===== src/rtl/cll_pkg.sv =====
// Shared constants, codes and control/status structs for the cursor linked-list engine.
package cll_pkg;

  localparam int NODE_COUNT_DEF  = 256;
  localparam int VALUE_WIDTH_DEF = 32;

  localparam int CMD_W   = 3;
  localparam int POS_W   = 8;
  localparam int IOVAL_W = 32;
  localparam int NIDX_W  = 8;
  localparam int LEN_W   = 8;

  localparam logic [CMD_W-1:0] CMD_INSERT = 3'd0;
  localparam logic [CMD_W-1:0] CMD_DELETE = 3'd1;
  localparam logic [CMD_W-1:0] CMD_READ   = 3'd2;
  localparam logic [CMD_W-1:0] CMD_LOCATE = 3'd3;
  localparam logic [CMD_W-1:0] CMD_PRED   = 3'd4;
  localparam logic [CMD_W-1:0] CMD_SUCC   = 3'd5;

  // read address select
  localparam logic [1:0] RA_ZERO = 2'd0;
  localparam logic [1:0] RA_HEAD = 2'd1;
  localparam logic [1:0] RA_LINK = 2'd2;

  // link write address select
  localparam logic [2:0] WA_IDX  = 3'd0;
  localparam logic [2:0] WA_ZERO = 3'd1;
  localparam logic [2:0] WA_HEAD = 3'd2;
  localparam logic [2:0] WA_NODE = 3'd3;
  localparam logic [2:0] WA_HOLD = 3'd4;
  localparam logic [2:0] WA_FREE = 3'd5;

  // link write data select
  localparam logic [2:0] WD_INIT   = 3'd0;
  localparam logic [2:0] WD_TNEXT  = 3'd1;
  localparam logic [2:0] WD_NODE   = 3'd2;
  localparam logic [2:0] WD_FREE   = 3'd3;
  localparam logic [2:0] WD_RDLINK = 3'd4;
  localparam logic [2:0] WD_ZERO   = 3'd5;

  typedef struct packed {
    logic       load_in;
    logic [1:0] ra_sel;
    logic       link_we;
    logic [2:0] wa_sel;
    logic [2:0] wd_sel;
    logic       val_we;
    logic       ld_free;
    logic       ld_tnext;
    logic       ld_node_link;
    logic       ld_node_addr;
    logic       ld_hold_addr;
    logic       ld_hold_prev;
    logic       ld_vout_rd;
    logic       ld_vout_pv;
    logic       ld_nidx;
    logic       set_ok;
    logic       cnt_inc;
    logic       cnt_dec;
    logic       cnt_clr;
  } cll_ctl_t;

  typedef struct packed {
    logic [CMD_W-1:0] cmd;
    logic             clr;
    logic [POS_W-1:0] pos;
    logic             match;
  } cll_sts_t;

endpackage


===== src/rtl/cll_ctrl.sv =====
// Controller: link-table init sweep, command decode and list walk sequencing.
module cll_ctrl import cll_pkg::*; #(
  parameter int NODE_COUNT = NODE_COUNT_DEF
) (
  input  logic                          clk,
  input  logic                          rst_n,
  input  logic                          in_valid,
  output logic                          in_ready,
  output logic                          out_valid,
  input  logic                          out_ready,
  input  cll_sts_t                      sts,
  input  logic [$clog2(NODE_COUNT)-1:0] cnt,
  output cll_ctl_t                      ctl,
  output logic [$clog2(NODE_COUNT)-1:0] idx
);

  localparam int IW  = $clog2(NODE_COUNT);
  localparam int JW  = $clog2(NODE_COUNT + 1);
  localparam int CW  = (JW > POS_W + 1) ? JW : POS_W + 1;
  localparam int CAP = NODE_COUNT - 2;

  localparam logic [4:0] S_INIT  = 5'd0;
  localparam logic [4:0] S_IDLE  = 5'd1;
  localparam logic [4:0] S_DEC   = 5'd2;
  localparam logic [4:0] S_INS1  = 5'd3;
  localparam logic [4:0] S_INS2  = 5'd4;
  localparam logic [4:0] S_WALK  = 5'd5;
  localparam logic [4:0] S_INSW0 = 5'd6;
  localparam logic [4:0] S_INSW1 = 5'd7;
  localparam logic [4:0] S_INSW2 = 5'd8;
  localparam logic [4:0] S_DEL1  = 5'd9;
  localparam logic [4:0] S_DEL2  = 5'd10;
  localparam logic [4:0] S_DEL3  = 5'd11;
  localparam logic [4:0] S_CLR1  = 5'd12;
  localparam logic [4:0] S_CLRW0 = 5'd13;
  localparam logic [4:0] S_CLRW1 = 5'd14;
  localparam logic [4:0] S_CLRW2 = 5'd15;
  localparam logic [4:0] S_SUCC  = 5'd16;
  localparam logic [4:0] S_DONE  = 5'd17;

  logic [4:0]    state_r, state_nxt;
  logic [JW-1:0] j_r, j_nxt;
  logic [CW-1:0] pos_e, cnt_e, j_e;

  assign pos_e = CW'(sts.pos);
  assign cnt_e = CW'(cnt);
  assign j_e   = CW'(j_r);
  assign idx   = j_r[IW-1:0];

  assign in_ready  = (state_r == S_IDLE);
  assign out_valid = (state_r == S_DONE);

  always_comb begin
    state_nxt = state_r;
    j_nxt     = j_r;
    ctl       = '0;
    ctl.ra_sel = RA_LINK;
    case (state_r)
      S_INIT: begin
        ctl.link_we = 1'b1;
        ctl.wa_sel  = WA_IDX;
        ctl.wd_sel  = WD_INIT;
        j_nxt       = j_r + JW'(1);
        if (j_r == JW'(NODE_COUNT - 1)) begin
          j_nxt     = '0;
          state_nxt = S_IDLE;
        end
      end
      S_IDLE: begin
        if (in_valid) begin
          ctl.load_in = 1'b1;
          state_nxt   = S_DEC;
        end
      end
      S_DEC: begin
        j_nxt = JW'(1);
        if (sts.clr) begin
          if (cnt == '0) begin
            ctl.set_ok = 1'b1;
            state_nxt  = S_DONE;
          end else begin
            ctl.ra_sel = RA_ZERO;
            state_nxt  = S_CLR1;
          end
        end else begin
          case (sts.cmd)
            CMD_INSERT: begin
              if (pos_e == '0 || pos_e > cnt_e + CW'(1) || cnt_e >= CW'(CAP)) begin
                state_nxt = S_DONE;
              end else begin
                ctl.ra_sel = RA_ZERO;
                state_nxt  = S_INS1;
              end
            end
            CMD_DELETE, CMD_READ: begin
              if (pos_e == '0 || pos_e > cnt_e) begin
                state_nxt = S_DONE;
              end else begin
                ctl.ra_sel = RA_HEAD;
                state_nxt  = S_WALK;
              end
            end
            CMD_LOCATE, CMD_PRED, CMD_SUCC: begin
              ctl.ra_sel = RA_HEAD;
              state_nxt  = S_WALK;
            end
            default: state_nxt = S_DONE;
          endcase
        end
      end
      S_INS1: begin
        ctl.ld_free = 1'b1;
        state_nxt   = S_INS2;
      end
      S_INS2: begin
        ctl.ld_tnext = 1'b1;
        ctl.ra_sel   = RA_HEAD;
        j_nxt        = JW'(1);
        state_nxt    = S_WALK;
      end
      S_CLR1: begin
        ctl.ld_free = 1'b1;
        ctl.ra_sel  = RA_HEAD;
        j_nxt       = JW'(1);
        state_nxt   = S_WALK;
      end
      S_WALK: begin
        j_nxt = j_r + JW'(1);
        if (sts.clr) begin
          if (j_r == JW'(1)) ctl.ld_node_link = 1'b1;
          if (j_e == cnt_e + CW'(1)) begin
            ctl.ld_hold_addr = 1'b1;
            state_nxt        = S_CLRW0;
          end
        end else begin
          case (sts.cmd)
            CMD_INSERT: begin
              if (j_e == pos_e) begin
                ctl.ld_hold_addr = 1'b1;
                ctl.ld_node_link = 1'b1;
                state_nxt        = S_INSW0;
              end
            end
            CMD_DELETE: begin
              if (j_e == pos_e + CW'(1)) begin
                ctl.ld_node_addr = 1'b1;
                ctl.ld_tnext     = 1'b1;
                ctl.ld_hold_prev = 1'b1;
                ctl.ld_vout_rd   = 1'b1;
                ctl.ra_sel       = RA_ZERO;
                state_nxt        = S_DEL1;
              end
            end
            CMD_READ: begin
              if (j_e == pos_e + CW'(1)) begin
                ctl.ld_vout_rd = 1'b1;
                ctl.set_ok     = 1'b1;
                state_nxt      = S_DONE;
              end
            end
            CMD_LOCATE: begin
              if (j_e >= CW'(2) && sts.match) begin
                ctl.ld_nidx = 1'b1;
                ctl.set_ok  = 1'b1;
                state_nxt   = S_DONE;
              end else if (j_e >= cnt_e + CW'(1)) begin
                state_nxt = S_DONE;
              end
            end
            CMD_PRED: begin
              if (j_e >= CW'(3) && sts.match) begin
                ctl.ld_vout_pv = 1'b1;
                ctl.set_ok     = 1'b1;
                state_nxt      = S_DONE;
              end else if (j_e >= cnt_e + CW'(1)) begin
                state_nxt = S_DONE;
              end
            end
            CMD_SUCC: begin
              if (j_e >= CW'(2) && j_e <= cnt_e && sts.match) begin
                state_nxt = S_SUCC;
              end else if (j_e >= cnt_e) begin
                state_nxt = S_DONE;
              end
            end
            default: state_nxt = S_DONE;
          endcase
        end
      end
      S_INSW0: begin
        ctl.link_we = 1'b1;
        ctl.wa_sel  = WA_ZERO;
        ctl.wd_sel  = WD_TNEXT;
        ctl.val_we  = 1'b1;
        state_nxt   = S_INSW1;
      end
      S_INSW1: begin
        ctl.link_we = 1'b1;
        ctl.wa_sel  = WA_FREE;
        ctl.wd_sel  = WD_NODE;
        state_nxt   = S_INSW2;
      end
      S_INSW2: begin
        ctl.link_we = 1'b1;
        ctl.wa_sel  = WA_HOLD;
        ctl.wd_sel  = WD_FREE;
        ctl.cnt_inc = 1'b1;
        ctl.set_ok  = 1'b1;
        state_nxt   = S_DONE;
      end
      S_DEL1: begin
        ctl.link_we = 1'b1;
        ctl.wa_sel  = WA_NODE;
        ctl.wd_sel  = WD_RDLINK;
        state_nxt   = S_DEL2;
      end
      S_DEL2: begin
        ctl.link_we = 1'b1;
        ctl.wa_sel  = WA_HOLD;
        ctl.wd_sel  = WD_TNEXT;
        state_nxt   = S_DEL3;
      end
      S_DEL3: begin
        ctl.link_we = 1'b1;
        ctl.wa_sel  = WA_ZERO;
        ctl.wd_sel  = WD_NODE;
        ctl.cnt_dec = 1'b1;
        ctl.set_ok  = 1'b1;
        state_nxt   = S_DONE;
      end
      S_CLRW0: begin
        ctl.link_we = 1'b1;
        ctl.wa_sel  = WA_HOLD;
        ctl.wd_sel  = WD_FREE;
        state_nxt   = S_CLRW1;
      end
      S_CLRW1: begin
        ctl.link_we = 1'b1;
        ctl.wa_sel  = WA_ZERO;
        ctl.wd_sel  = WD_NODE;
        state_nxt   = S_CLRW2;
      end
      S_CLRW2: begin
        ctl.link_we = 1'b1;
        ctl.wa_sel  = WA_HEAD;
        ctl.wd_sel  = WD_ZERO;
        ctl.cnt_clr = 1'b1;
        ctl.set_ok  = 1'b1;
        state_nxt   = S_DONE;
      end
      S_SUCC: begin
        ctl.ld_vout_rd = 1'b1;
        ctl.set_ok     = 1'b1;
        state_nxt      = S_DONE;
      end
      S_DONE: begin
        if (out_ready) state_nxt = S_IDLE;
      end
      default: state_nxt = S_IDLE;
    endcase
  end

  always_ff @(posedge clk) begin
    if (!rst_n) begin
      state_r <= S_INIT;
      j_r     <= '0;
    end else begin
      state_r <= state_nxt;
      j_r     <= j_nxt;
    end
  end

  a_no_overlap: assert property (@(posedge clk) disable iff (!rst_n)
    !(in_ready && out_valid))
    else $error("input and result side open together");

  a_accept_closes: assert property (@(posedge clk) disable iff (!rst_n)
    (in_valid && in_ready) |=> !in_ready && !out_valid)
    else $error("accepted word did not start work");

  a_walk_bound: assert property (@(posedge clk) disable iff (!rst_n)
    (state_r == S_WALK) |-> (j_e <= cnt_e + CW'(1)))
    else $error("walk ran past the end of the list");

endmodule


===== config.mk =====
export PLATFORM = sky130hd
export DESIGN_NAME = cll_ctrl
export DESIGN_NICKNAME = d
export VERILOG_FILES = /design/src/rtl/cll_pkg.sv /design/src/rtl/cll_ctrl.sv
export SDC_FILE = /design/constraint.sdc
export NUM_CORES = 1
export LEC_CHECK = 0
export BUFFER_PORTS_ARGS = -buffer_cell sky130_fd_sc_hd__buf_2
export CAP_MARGIN = 20
export CORE_ASPECT_RATIO = 1.1
export CORE_MARGIN = 10
export CORE_UTILIZATION = 52
export CTS_CLUSTER_DIAMETER = 100
export DETAILED_ROUTE_END_ITERATION = 7
export PLACE_DENSITY_LB_ADDON = 0.25
export SYNTH_ARGS = -nofsm -noshare
export SYNTH_HDL_FRONTEND = slang
export SYNTH_SLANG_ARGS = --single-unit

===== constraint.sdc =====
create_clock -name clk -period 2.5 [get_ports clk]
set_input_delay 0.25 -clock clk [delete_from_list [all_inputs] [get_ports clk]]
set_output_delay 0.25 -clock clk [all_outputs]
set_load 0.005 [all_outputs]

**Word-level counts from Yosys, hierarchy flattened**

Index checks and enable logic that the tools add are counted.

- Add/sub/neg operators: 3
- Magnitude comparators: 8
- Equality and inequality tests: 35
- Mux-type cells: 64
- Reduce and logical (&&, ||, !) cells: 21

Operator list:

| cell | count |
|---|---|
| two-way mux 5 bit | 18 |
| case mux 5 bit (14 select lines) | 1 |
| case mux 7 bit (8 select lines) | 1 |
| equality test 5 x 4 -> 1 bit (second input constant) | 8 |
| case mux 5 bit (6 select lines) | 1 |
| case mux 9 bit (3 select lines) | 1 |
| two-way mux 1 bit | 22 |
| equality test 5 x 3 -> 1 bit (second input constant) | 4 |
| two-way mux 2 bit | 10 |
| adder 8 x 1 -> 9 bit (second input constant) | 2 |
| equality test 9 bit | 2 |
| greater-or-equal comparator 9 x 2 -> 1 bit (second input constant) | 2 |
| case mux 5 bit (3 select lines) | 1 |
| != test 4 bit (second input constant) | 3 |
| case mux 2 bit (3 select lines) | 2 |
| equality test 5 x 2 -> 1 bit (second input constant) | 2 |
| equality test 5 bit (second input constant) | 2 |
| OR reduction 2 bit | 5 |
| adder 9 x 1 -> 9 bit (second input constant) | 1 |
| equality test 9 x 1 -> 1 bit (second input constant) | 1 |
| equality test 9 x 8 -> 1 bit | 1 |
| equality test 9 x 8 -> 1 bit (second input constant) | 1 |
| greater-or-equal comparator 9 x 8 -> 1 bit | 1 |
| greater-or-equal comparator 9 bit | 1 |
| other kinds (26) | 38 |

- Bits in registers: 14
- Input bits: 25
- Logic and storage cells: 133

**Depth between registers and ports, before layout**

- Depth after elaboration: 8
- Depth in mapped cells: 13
- Mapped depth without buffers: 13

**Least setup slack after synthesis**

Ideal clock, no wire load.

- Path kind: reg2reg
- Start: reg j_r[3] (netlist: j_e[3])
- End: reg state_r[2]
- Setup time: 0.116 ns
- Data arrival time: 2.480 ns
- Required time: 2.384 ns
- Slack: -0.096 ns
- Stages on the path, launching flop included: 14
- Buffers on the path: 1
- Period minus slack after synthesis: 2.596 ns
- Cells stage by stage: dfxtp_1 > clkbuf_1 > nand4_1 > or2_2 > inv_1 > ha_1 > nor2b_1 > a211oi_1 > a21oi_1 > o31ai_1 > a31o_2 > nor3_1 > o41ai_1 > o211a_1

- Cells in the longest elaborated chain, start to end: 7

RTL lines:

| item | RTL line | RTL |
|---|---|---|
| from (decl) | cll_ctrl.sv:42 | `logic [JW-1:0] j_r, j_nxt;` |
| from (signal assigned) | cll_ctrl.sv:269 | `j_r <= j_nxt;` |
| greater-or-equal comparator 9 x 2 -> 1 bit / <= comparator 9 x 8 -> 1 bit (equally long branches) | cll_ctrl.sv:162, cll_ctrl.sv:180 |  |
| logical AND 1 bit (2 in series) | cll_ctrl.sv:180 | `if (j_e >= CW'(2) && j_e <= cnt_e && sts.match) begin` |
| two-way mux 5 bit | cll_ctrl.sv:180 |  |
| case mux 5 bit (6 select lines) | cll_ctrl.sv:136 | `case (sts.cmd)` |
| two-way mux 5 bit | cll_ctrl.sv:129 | `if (sts.clr) begin` |
| case mux 5 bit (14 select lines) | cll_ctrl.sv:58 | `case (state_r)` |
| to (signal assigned) | cll_ctrl.sv:268 | `state_r <= state_nxt;` |
| to (decl) | cll_ctrl.sv:41 | `logic [4:0] state_r, state_nxt;` |

Parallel ways exist; a longest one is shown, timed or not.
A chain may end at the register's enable or synchronous reset.

==> results.ini <==
[clock_network]
clkSinkCount = 14
cts_hold_buf = 0
cts-buffers-inserted = 3
cts.path.max_buffers = 2
cts_htree_levels = 1
insertion_delay_ns = 0.27
root_buffer = clkbuf_8
cts_tree = yes
cts.clk_slew.worst_paths_ns = 0.07

[floorplanning]
boundaryPins = 59
core_um2 = 5430
initial_core_util = 0.543
die_y_um = 99.0
die_w_um = 91.8
die_area_um2 = 9090
fp-row-count = 28

[timing]
max_freq_ghz = 0.378
final.setup.worst_slack_ns = -0.142
worst_hold_slack_ns = 0.267
max_slew_margin = 0.461
period_share = 1.06
period_needed_ns = 2.64
hold_violations = 0
worst-slew-pin-transition_ns = 0.802
maxSlewViolCount = 0
skew_ns = 0.0124
rsz0062_at_grt = true
setup_viol = 7

[finish]
diodes = 0
layout.cells.non_filler = 617
syn2layout_area_growth_pct = 53.8
final_common_cell = buf_4
drive_above_1_share = 0.465
layout_common_cells = 85 x buf_4, 55 x buf_2, 37 x nand2_1
fin_nets = 603

[hold_path]
hold_class = primary input to flop

[synth]
synth-async-reset-ratio = 0
synthCells = 422
yosysSeqAreaShare = 0.0950
synth_edf_count = 0
yosys_warnings = 0
netlist_area_um2 = 2950
syn_nets = 482
ys_ff_latch = 14
ys_types = 68
ys.flop_type = dfxtp_1
syn_area_per_cell_um2 = 6.99

[routing]
via_per_inst = 6.37
drt-initial-drc-count = 414
ant_nets = 0
drc = 0
wire_per_inst_um = 20.3
first_pass_iters = 5
vias = 3931
wirelength_um = 12500

[critical_path]
cp-end-kind = output port
critPathKind = primary input to output port
arrival_ns = 2.39
worstPathRequired_ns = 2.25
worstSetupStartpointType = primary input
path_max_fanout = 3

[grt]
grt_max_degree = 25
grt_pass1_vias = 3623
antenna_found_initial = 0
grt_pass1_wl_um = 17200
grt_usage = 0.221
gr-total-overflow = 0

[status]
violations = setup timing
outcome = complete, but fails checks

[placed_design]
port_buffers = 58
place_hpwl_um = 8220
dp.cells = 591
gp_congestion = 0.982

[pwr]
combPwrFrac = 0.548
p_total_w = 0.00104
seq_power_share = 0.220
peakVddDrop_v = 0.000262
p_int_w = 0.000642
pwr_density_cell_nw_per_um2 = 230
power.switching_w = 0.000402
switching_share = 0.385
leakagePower_nw = 2.03
power_frac_clock = 0.231

[job]
max-cap-violations = 0

## worst max-delay path, stage by stage
cell,delay (ns)
buf_8,0.10
ha_4,0.15
and3_4,0.20
xnor2_4,0.14
ha_4,0.29
inv_2,0.03
o21ai_1,0.13
o221a_2,0.26
a31oi_4,0.09
o21ai_2,0.19
a21oi_2,0.07
o31ai_2,0.23
o21ai_1,0.11
buf_2,0.14
## cells by family after synthesis
family | synth area share
AOI/OAI and AO/OA | 0.244
xor gates and xnor gates | 0.0823
adders and majority gates | 0.155
buffers and inverters | 0.0857
DFF | 0.0950
muxes | 0.00721
and+or+nand+nor | 0.331
## cell usage after synthesis, drive strengths merged, types with 3 or more instances
cell type  instances  area share
and3              12       0.027
xor2              14       0.042
nand2             38       0.048
a21oi             28       0.048
o21a               3      0.0076
a211oi             6       0.015
nand4b             4       0.012
nor3              16       0.027
or3                6       0.013
nand2b            10       0.021
nor2              37       0.048
dfxtp             14       0.095
buf               16       0.035
a31oi              9       0.019
o31ai              3      0.0076
a21boi             4       0.010
o21ai             19       0.032
nand3             11       0.019
nand4              9       0.019
clkbuf            19       0.024
and2               5       0.011
o221a              3       0.011
nor4               7       0.025
o22ai              4      0.0085
xnor2             11       0.033
nor3b              4       0.010
inv               21       0.027
ha                35        0.15
o211ai             4       0.010
nor2b              9       0.019
## metrics by stage
step / setup WS, ns / TNS, ns / cell area, um2 / utilization
CTS: -0.162 / -0.195 / 3990 / 0.735
global placement: -0.370 / -1.72 / 3690 / 0.680
floorplan: 0.00561 / 0 / 2950 / -
finish: -0.142 / -0.457 / 4530 / 0.835
global route: -0.226 / -1.23 / 4530 / 0.835
detailed placement: -0.432 / -1.88 / 3690 / 0.680
## sequential cells by signal, summed over array words and instances (netlist names)
signal	cells
j_e	9
state_r	5
## layer usage
metal  track usage  up-vias  wire length [um]
li1              -     1782                 -
met1         0.252     1828              4510
met2         0.407      244              6250
met3        0.0296       77              1000
met4        0.0831        0               746
met5             0        -                 0
## worst paths after layout
check / from / to / slack, ns / cells after the start
setup / recovery: cnt[0] / ctl[22] / -0.14 / 14
hold / removal: rst_n / j_e[8] / 0.27 / 2
setup reg to reg: j_e[2] / state_r[1] / 0.06 / 11
hold reg to reg: j_e[5] / j_e[5] / 0.70 / 3
## timing repair
| action | CTS | global route |
|---|---|---|
| setup buffers | 7 | 15 |
| gates resized for setup | 48 | 76 |
| endpoints found under the setup margin | 12 | 14 |
| pin swaps | 22 | 44 |
## power by group through the flow
stage / registers, W / clock network [W] / logic (W)
after CTS: 0.000231 / 0.000235 / 0.000422
after detailed placement: 0.000236 / 0 / 0.000383
final: 0.000230 / 0.000242 / 0.000573
after global placement: 0.000236 / 0 / 0.000371
after global routing: 0.000230 / 0.000252 / 0.000611
after floorplan: 0.000239 / 0 / 0.000219
## final cells by class
class                   count  area [um2]
inverters                  21        82.6
multi-input cells         352        2960
repair buffers            151        1050
well taps                  75        93.8
fillers                   318         896
flip-flops and latches     14         298
clock buffers               4        55.1
Note: power is estimated with default switching activity, not from simulation.
